$ cat config.mk
export PLATFORM = sky130hd
export DESIGN_NAME = https_url_splitter_unit
export DESIGN_NICKNAME = d
export VERILOG_FILES = /design/src/hw/rtl/hus_pkg.sv /design/src/hw/rtl/hus_in_reg.sv /design/src/hw/rtl/hus_parser.sv /design/src/hw/rtl/hus_out_reg.sv /design/src/hw/rtl/https_url_splitter_unit.sv
export SDC_FILE = /design/constraint.sdc
export NUM_CORES = 1
export LEC_CHECK = 0
export BUFFER_PORTS_ARGS = -buffer_cell sky130_fd_sc_hd__buf_2
export CORE_MARGIN = 4
export CORE_UTILIZATION = 34
export CTS_CLUSTER_DIAMETER = 50
export CTS_CLUSTER_SIZE = 14
export DETAILED_ROUTE_END_ITERATION = 7
export GPL_ROUTABILITY_DRIVEN = 0
export GPL_TIMING_DRIVEN = 0
export PLACE_DENSITY = 0.49
export REMOVE_ABC_BUFFERS = 1
export SYNTH_ARGS = -nofsm -noshare
export SYNTH_HDL_FRONTEND = slang
export SYNTH_SLANG_ARGS = --single-unit
export TNS_END_PERCENT = 5
$ cat constraint.sdc
create_clock -name clk -period 12.7 [get_ports clk]
set_input_delay 3.175 -clock clk [delete_from_list [all_inputs] [get_ports clk]]
set_output_delay 3.175 -clock clk [all_outputs]
set_load 0.005 [all_outputs]
$ cat src/hw/rtl/hus_pkg.sv
// ----------------------------------------------------------------------------
// hus_pkg: shared types for the https URL splitter
// Beat and verdict records passed between the splitter's stages.
// ----------------------------------------------------------------------------
package hus_pkg;

  localparam int unsigned MAX_URL_LEN_DEF = 2048;

  // fixed field widths of the verdict
  localparam int unsigned OFS_W  = 12;
  localparam int unsigned PLEN_W = 3;

  typedef struct packed {
    logic [7:0] char_byte;
    logic       last_byte;
  } hus_beat_t;

  typedef struct packed {
    logic              valid_res;
    logic [OFS_W-1:0]  host_start;
    logic [OFS_W-1:0]  host_len;
    logic              ipv6_host;
    logic [OFS_W-1:0]  port_start;
    logic [PLEN_W-1:0] port_len;
    logic              port_is_default;
    logic [OFS_W-1:0]  path_start;
    logic [OFS_W-1:0]  path_len;
    logic              path_is_default;
  } hus_res_t;

endpackage

$ cat src/hw/rtl/hus_in_reg.sv
// ----------------------------------------------------------------------------
// hus_in_reg: input beat register
// Holds one URL byte for the parser; refills in the cycle it is taken.
// ----------------------------------------------------------------------------
module hus_in_reg (
  input  logic              clk,
  input  logic              rst,
  input  logic              in_valid,
  output logic              in_stall,
  input  logic [7:0]        char_byte,
  input  logic              last_byte,
  input  logic              take,
  output logic              beat_valid,
  output hus_pkg::hus_beat_t beat
);
  import hus_pkg::*;

  logic accept;

  assign in_stall = beat_valid && !take;
  assign accept   = in_valid && !in_stall;

  always_ff @(posedge clk) begin
    if (rst) begin
      beat_valid <= 1'b0;
    end else if (accept) begin
      beat_valid <= 1'b1;
    end else if (take) begin
      beat_valid <= 1'b0;
    end
  end

  always_ff @(posedge clk) begin
    if (accept) begin
      beat.char_byte <= char_byte;
      beat.last_byte <= last_byte;
    end
  end

endmodule

$ cat src/hw/rtl/hus_parser.sv
// ----------------------------------------------------------------------------
// hus_parser: per-byte URL parse state
// Phase tracking, offsets and port value; forms the verdict on the last byte.
// ----------------------------------------------------------------------------
module hus_parser #(
  parameter int unsigned MAX_URL_LEN = hus_pkg::MAX_URL_LEN_DEF
) (
  input  logic               clk,
  input  logic               rst,
  input  logic               beat_valid,
  input  hus_pkg::hus_beat_t beat,
  input  logic               room,
  output logic               take,
  output logic               res_load,
  output hus_pkg::hus_res_t  res
);
  import hus_pkg::*;

  localparam int unsigned CW = $clog2(MAX_URL_LEN + 2);
  localparam int unsigned PW = (CW > OFS_W) ? CW : OFS_W;

  localparam logic [7:0] CH_COLON = 8'h3A;
  localparam logic [7:0] CH_SLASH = 8'h2F;
  localparam logic [7:0] CH_QUERY = 8'h3F;
  localparam logic [7:0] CH_HASH  = 8'h23;
  localparam logic [7:0] CH_LBRK  = 8'h5B;
  localparam logic [7:0] CH_RBRK  = 8'h5D;
  localparam logic [7:0] CH_ZERO  = 8'h30;
  localparam logic [7:0] CH_NINE  = 8'h39;
  localparam logic [PLEN_W-1:0] MAX_DIGITS = PLEN_W'(5);
  localparam logic [19:0] MAX_PORT = 20'd65535;
  localparam logic [PW-1:0] MIN_LEN = PW'(9);

  typedef enum logic [2:0] {
    PH_PREFIX, PH_HOST_FIRST, PH_HOST_PLAIN, PH_HOST_BRACKET,
    PH_AFTER_BRACKET, PH_PORT, PH_PATH
  } phase_t;

  function automatic logic [7:0] scheme_byte(input logic [2:0] i);
    logic [7:0] b;
    unique case (i)
      3'd0:    b = 8'h68;  // h
      3'd1:    b = 8'h74;  // t
      3'd2:    b = 8'h74;  // t
      3'd3:    b = 8'h70;  // p
      3'd4:    b = 8'h73;  // s
      3'd5:    b = 8'h3A;  // :
      3'd6:    b = 8'h2F;  // /
      default: b = 8'h2F;  // /
    endcase
    return b;
  endfunction

  phase_t            phase, phase_next;
  logic [PW-1:0]     position, position_next;
  logic [PW-1:0]     host_begin, host_begin_next;
  logic [PW-1:0]     host_count, host_count_next;
  logic              bracketed, bracketed_next;
  logic [PW-1:0]     port_begin, port_begin_next;
  logic [PLEN_W-1:0] port_digits, port_digits_next;
  logic [16:0]       port_value, port_value_next;
  logic [PW-1:0]     path_begin, path_begin_next;
  logic              failed, failed_next;

  logic [7:0]  c;
  logic        delim;
  logic [19:0] pv_wide;
  logic [19:0] pv_prod;
  logic        ok;
  logic        has_port;
  logic        has_path;
  logic [PW-1:0] path_count;

  assign take     = beat_valid && (!beat.last_byte || room);
  assign res_load = take && beat.last_byte;

  assign c       = beat.char_byte;
  assign delim   = (c == CH_SLASH) || (c == CH_QUERY) || (c == CH_HASH);
  assign pv_wide = {3'b000, port_value};
  // value * 10 + digit as two shifted adds
  assign pv_prod = (pv_wide << 3) + (pv_wide << 1) + {16'd0, c[3:0]};

  always_comb begin
    phase_next       = phase;
    host_begin_next  = host_begin;
    host_count_next  = host_count;
    bracketed_next   = bracketed;
    port_begin_next  = port_begin;
    port_digits_next = port_digits;
    port_value_next  = port_value;
    path_begin_next  = path_begin;
    failed_next      = failed;
    position_next    = (position <= PW'(MAX_URL_LEN)) ? position + PW'(1) : position;

    if (position >= PW'(MAX_URL_LEN)) begin
      failed_next = 1'b1;
    end else if (!failed) begin
      unique case (phase)
        PH_PREFIX: begin
          if (c != scheme_byte(position[2:0])) begin
            failed_next = 1'b1;
          end else if (position >= PW'(7)) begin
            phase_next = PH_HOST_FIRST;
          end
        end
        PH_HOST_FIRST: begin
          if (c == CH_LBRK) begin
            bracketed_next  = 1'b1;
            host_begin_next = position + PW'(1);
            phase_next      = PH_HOST_BRACKET;
          end else if (c == CH_COLON || delim) begin
            failed_next = 1'b1;
          end else begin
            host_begin_next = position;
            host_count_next = PW'(1);
            phase_next      = PH_HOST_PLAIN;
          end
        end
        PH_HOST_PLAIN: begin
          if (c == CH_COLON) begin
            port_begin_next = position + PW'(1);
            phase_next      = PH_PORT;
          end else if (delim) begin
            path_begin_next = position;
            phase_next      = PH_PATH;
          end else begin
            host_count_next = host_count + PW'(1);
          end
        end
        PH_HOST_BRACKET: begin
          if (c == CH_RBRK) begin
            if (host_count == '0) failed_next = 1'b1;
            else phase_next = PH_AFTER_BRACKET;
          end else begin
            host_count_next = host_count + PW'(1);
          end
        end
        PH_AFTER_BRACKET: begin
          if (c == CH_COLON) begin
            port_begin_next = position + PW'(1);
            phase_next      = PH_PORT;
          end else begin
            path_begin_next = position;
            phase_next      = PH_PATH;
          end
        end
        PH_PORT: begin
          if (delim) begin
            if (port_digits == '0) begin
              failed_next = 1'b1;
            end else begin
              path_begin_next = position;
              phase_next      = PH_PATH;
            end
          end else if (c < CH_ZERO || c > CH_NINE || port_digits >= MAX_DIGITS) begin
            failed_next = 1'b1;
          end else begin
            port_value_next  = pv_prod[16:0];
            port_digits_next = port_digits + PLEN_W'(1);
            if (pv_prod > MAX_PORT) failed_next = 1'b1;
          end
        end
        default: begin
        end
      endcase
    end
  end

  // verdict from the state as it stands after this byte
  always_comb begin
    ok = !failed_next && (position_next >= MIN_LEN);
    if (phase_next == PH_PREFIX || phase_next == PH_HOST_FIRST ||
        phase_next == PH_HOST_BRACKET) begin
      ok = 1'b0;
    end
    if (phase_next == PH_PORT && port_digits_next == '0) ok = 1'b0;
    has_port   = port_digits_next != '0;
    has_path   = phase_next == PH_PATH;
    path_count = position_next - path_begin_next;

    res = '0;
    if (ok) begin
      res.valid_res       = 1'b1;
      res.host_start      = host_begin_next[OFS_W-1:0];
      res.host_len        = host_count_next[OFS_W-1:0];
      res.ipv6_host       = bracketed_next;
      res.port_start      = has_port ? port_begin_next[OFS_W-1:0] : '0;
      res.port_len        = has_port ? port_digits_next : '0;
      res.port_is_default = !has_port;
      res.path_start      = has_path ? path_begin_next[OFS_W-1:0] : '0;
      res.path_len        = has_path ? path_count[OFS_W-1:0] : '0;
      res.path_is_default = !has_path;
    end
  end

  always_ff @(posedge clk) begin
    if (rst || res_load) begin
      phase       <= PH_PREFIX;
      position    <= '0;
      host_begin  <= '0;
      host_count  <= '0;
      bracketed   <= 1'b0;
      port_begin  <= '0;
      port_digits <= '0;
      port_value  <= '0;
      path_begin  <= '0;
      failed      <= 1'b0;
    end else if (take) begin
      phase       <= phase_next;
      position    <= position_next;
      host_begin  <= host_begin_next;
      host_count  <= host_count_next;
      bracketed   <= bracketed_next;
      port_begin  <= port_begin_next;
      port_digits <= port_digits_next;
      port_value  <= port_value_next;
      path_begin  <= path_begin_next;
      failed      <= failed_next;
    end
  end

endmodule

$ cat src/hw/rtl/hus_out_reg.sv
// ----------------------------------------------------------------------------
// hus_out_reg: verdict register
// Holds one verdict until the downstream side takes it.
// ----------------------------------------------------------------------------
module hus_out_reg (
  input  logic              clk,
  input  logic              rst,
  input  logic              res_load,
  input  hus_pkg::hus_res_t res,
  input  logic              out_stall,
  output logic              room,
  output logic              out_valid,
  output hus_pkg::hus_res_t res_q
);
  import hus_pkg::*;

  assign room = !out_valid || !out_stall;

  always_ff @(posedge clk) begin
    if (rst) begin
      out_valid <= 1'b0;
    end else if (res_load) begin
      out_valid <= 1'b1;
    end else if (!out_stall) begin
      out_valid <= 1'b0;
    end
  end

  always_ff @(posedge clk) begin
    if (res_load) res_q <= res;
  end

endmodule

$ cat src/hw/rtl/https_url_splitter_unit.sv
// ----------------------------------------------------------------------------
// https_url_splitter_unit: https URL authority splitter
// Parses a byte stream URL and reports host, port and path spans.
// ----------------------------------------------------------------------------
//  channel | direction | handshake            | beat payload
//  --------+-----------+----------------------+-------------------------------
//  in      | sink      | in_valid / in_stall  | char_byte, last_byte
//  out     | source    | out_valid / out_stall| valid_res .. path_is_default
//
//  One byte is taken per cycle, set by the single parser stage between the
//  two registers, unless a last byte meets a full verdict register; parse
//  state updates, and out_valid rises on a last byte, as a byte is taken.
//  rst is synchronous: clears both beat valids and the parse state.
//  out_stall only holds the flow back when a last byte meets a full verdict
//  register; ordinary bytes keep flowing under a stalled verdict.
// ----------------------------------------------------------------------------
module https_url_splitter_unit #(
  parameter int unsigned MAX_URL_LEN = hus_pkg::MAX_URL_LEN_DEF
) (
  input  logic                             clk,
  input  logic                             rst,
  input  logic                             in_valid,
  output logic                             in_stall,
  input  logic [7:0]                       char_byte,
  input  logic                             last_byte,
  output logic                             out_valid,
  input  logic                             out_stall,
  output logic                             valid_res,
  output logic [hus_pkg::OFS_W-1:0]        host_start,
  output logic [hus_pkg::OFS_W-1:0]        host_len,
  output logic                             ipv6_host,
  output logic [hus_pkg::OFS_W-1:0]        port_start,
  output logic [hus_pkg::PLEN_W-1:0]       port_len,
  output logic                             port_is_default,
  output logic [hus_pkg::OFS_W-1:0]        path_start,
  output logic [hus_pkg::OFS_W-1:0]        path_len,
  output logic                             path_is_default
);
  import hus_pkg::*;

  hus_beat_t beat;
  logic      beat_valid;
  logic      take;
  logic      room;
  logic      res_load;
  hus_res_t  res;
  hus_res_t  res_q;

  // input register: byte waiting for the parser
  hus_in_reg u_in (
    .clk        (clk),
    .rst        (rst),
    .in_valid   (in_valid),
    .in_stall   (in_stall),
    .char_byte  (char_byte),
    .last_byte  (last_byte),
    .take       (take),
    .beat_valid (beat_valid),
    .beat       (beat)
  );

  // parse state and verdict logic
  hus_parser #(
    .MAX_URL_LEN (MAX_URL_LEN)
  ) u_parser (
    .clk        (clk),
    .rst        (rst),
    .beat_valid (beat_valid),
    .beat       (beat),
    .room       (room),
    .take       (take),
    .res_load   (res_load),
    .res        (res)
  );

  // verdict register
  hus_out_reg u_out (
    .clk       (clk),
    .rst       (rst),
    .res_load  (res_load),
    .res       (res),
    .out_stall (out_stall),
    .room      (room),
    .out_valid (out_valid),
    .res_q     (res_q)
  );

  assign valid_res       = res_q.valid_res;
  assign host_start      = res_q.host_start;
  assign host_len        = res_q.host_len;
  assign ipv6_host       = res_q.ipv6_host;
  assign port_start      = res_q.port_start;
  assign port_len        = res_q.port_len;
  assign port_is_default = res_q.port_is_default;
  assign path_start      = res_q.path_start;
  assign path_len        = res_q.path_len;
  assign path_is_default = res_q.path_is_default;

endmodule

==> results.cfg <==
[placement]
portBuffers = 81
place_hpwl_mm = 16.5
place_area_um2 = 10300
dp_slack_ns = 5.95

[timing]
finalHoldViolCount = 0
finalSetupTns_ns = 0
slew_headroom_pct = 10.6
fin_crit_sh_pct = 53.2
whs_ns = 0.475
min_period_ns = 6.76
slew_viol_final = 0
setup_viol = 0
max_clock_freq_mhz = 148
tightest_slew_ns = 1.32
grt_setup_unrepaired = no
fin_ws_ns = 5.94
fin_worst_skew_ns = 0.00973

[worst_setup_path]
path_depth = 4
cp_cell_sequence = buf_2 -> nand4_1 -> inv_1 -> buf_2
critPathKind = input port to primary output
path_max_fanout = 3
worst_path_most_repeated_cell = buf_2
worst_ep_required_time_ns = 9.52
crit_buf_inv = 3
reg2reg_depth = 14
arrival_ns = 3.58
worstSetupEndpointType = primary output
cp_slowest_stage_delay_ns = 0.11
cp-start-kind = input port
path_delay_family = buffers and inverters
crit_slowest_cell = nand4_1

[cts]
clk_latency_ns = 0.43
cts-resized-gates = 0
post_cts_buffers = 0
cts_tree = done
cts_buffers = 17
clock_sinks = 163
cts-root-buf = clkbuf_16
clk_pin_slew_ns = 0.07
htree_levels = 4
hold_buffers = 0
clock_path_buffers = 2

[global_route]
grt_pass1_vias = 7409
grt_pass1_wl_mm = 38.8
grt_start_max_net_pins = 66
overflow = 0
antenna_found_initial = 0
grt_usage_pct = 15.4

[drt]
num_vias = 7754
drc_errors = 0
avgViaCountPerCell = 5.12
wl_mm = 23.7
antenna_left = 0
post_drt_wl_per_cell_um = 15.6
first_iter_violations = 414
dr.pass1.iters = 6

[floorplan]
num_rows = 61
fp.dieH_um = 176
initial_core_util_pct = 34.5
die_x_um = 176
design.core.area_um2 = 27800
die_area_um2 = 30900
io_pins = 82

[synth]
ys_seq_area_share_pct = 42.0
synth-async-reset-ratio_pct = 0
yosys.area.top_type = edfxtp_1
netlist.area_leader.share_pct = 23.8
ys_types = 65
synth_edf_count = 76
synth_most_common_cell = nor2_1
ys_ff_latch = 163
synthTopCellsByCount = nor2_1, nand2_1, dfxtp_1
yosysWarnings = 0
netlist_area_um2 = 9590
synth_area_leaders = edfxtp_1, dfxtp_1, ha_1
syn_avg_cell_area_um2 = 8.82
postSynthCellCount = 1087
ys.flop_type = dfxtp_1

[job]
drv_cap = 0

[final_layout]
final_cell_area_um2 = 10900
layout.nets = 1194
drive_above_1_share_pct = 12.4
diodes = 0
syn2layout_area_growth_pct = 14.0
fillers = 2871

[outcome]
status = completed

[hold_path]
hold_path_class = flop to flop
holdPathStages = 2

[power_and_ir_drop]
p_per_area_nw_per_um2 = 108
power_mw = 1.18
p_leak_nw = 3.95
peakVddDrop_v = 0.0000653
[placed cells by master, fill, tap and decap left out, drive strengths merged, types with 5 or more instances in the layout]
cell type,instances
nor3,50
xnor2,35
clkinv,5
and2,8
o21ai,51
or2,8
nor2b,12
a211oi,30
a31oi,7
nor3b,13
o22ai,8
a21oi,70
nor2,145
a22oi,5
mux2i,27
nor4,21
ha,54
o31a,5
a22o,5
or3,12
a311oi,5
and3,10
xor2,18
dfxtp,87
nand4,7
inv,38
nand2b,9
edfxtp,76
clkbuf,18
a21o,13
nand3,27
buf,89
nand2,108
[layer usage]
metal  track usage [%]  vias to the layer above  wire, µm
met1              21.1                     3621     11700
met5                 0                        -         0
met4              4.03                        0       335
li1                  -                     4002         -
met2              25.1                      111     10900
met3              2.73                       20       731
[final timing paths]
check                     startpoint                  to  slack (ns)
setup / recovery           out_stall            in_stall        5.94
hold reg to reg   u_parser.bracketed  u_parser.bracketed        0.47
setup reg to reg        u_in.beat[7]     u_out.res_q[12]        6.94
hold / removal    u_parser.bracketed  u_parser.bracketed        0.47
[worst register-to-register path, stage by stage, from the launching register on]
cell,delay [ns]
edfxtp_1,0.54
nor4bb_1,1.14
o2111ai_1,0.25
a31oi_1,0.30
o21a_1,0.72
mux2i_1,0.40
ha_1,0.28
nor2b_1,0.12
o21ai_0,0.23
a21oi_1,0.14
o41ai_1,0.50
o21ai_0,0.26
o41ai_1,0.39
xnor2_1,0.16
nor2_1,0.05
[flip-flops by register name (all words and copies together), names as in the netlist, 3 cells and up]
name,cells
u_in.beat,9
u_out.res_q,67
u_parser.host_begin,12
u_parser.host_count,12
u_parser.path_begin,12
u_parser.phase,3
u_parser.port_begin,12
u_parser.port_digits,3
u_parser.port_value,17
u_parser.position,12
[kinds of logic (layout without fill, tap and decap cells)]
kind of cell / Yosys count / count (layout) / synth area share, %
AO/OA/AOI/OAI: 237 / 237 / 16.1
XOR/XNOR: 53 / 53 / 4.84
adder cells (fa/ha/maj): 57 / 57 / 7.68
buffers and inverters: 102 / 152 / 4.27
flip-flops: 163 / 163 / 42.0
multiplexers: 28 / 28 / 2.94
AND/OR/NAND/NOR: 447 / 447 / 22.2
[area by class of cell]
type                       count  area (µm²)  area share (%)
tap                          378         473            4.33
clock inverter                14         173            1.58
inverter                      31         116            1.06
multi-input combinational    822        5190            47.5
clock buffer                  18         429            3.93
sequential                   163        4020            36.8
timing repair buffer          89         518            4.74
[power breakdown]
group	internal [mW]	switching, mW	total, mW
logic	0.0269	0.0485	0.0754
clock network	0.298	0.241	0.539
registers	0.557	0.00922	0.566
total	0.882	0.298	1.18
[stage by stage]
step / cells / utilization, %
after detailed placement: 1483 / 37.2
final: 1515 / 39.3
after global routing: 1515 / 39.3
after CTS: 1515 / 39.3
after global placement: 1475 / 36.6
after floorplan: 1016 / -
No activity file was read; power rests on OpenSTA's default activity.
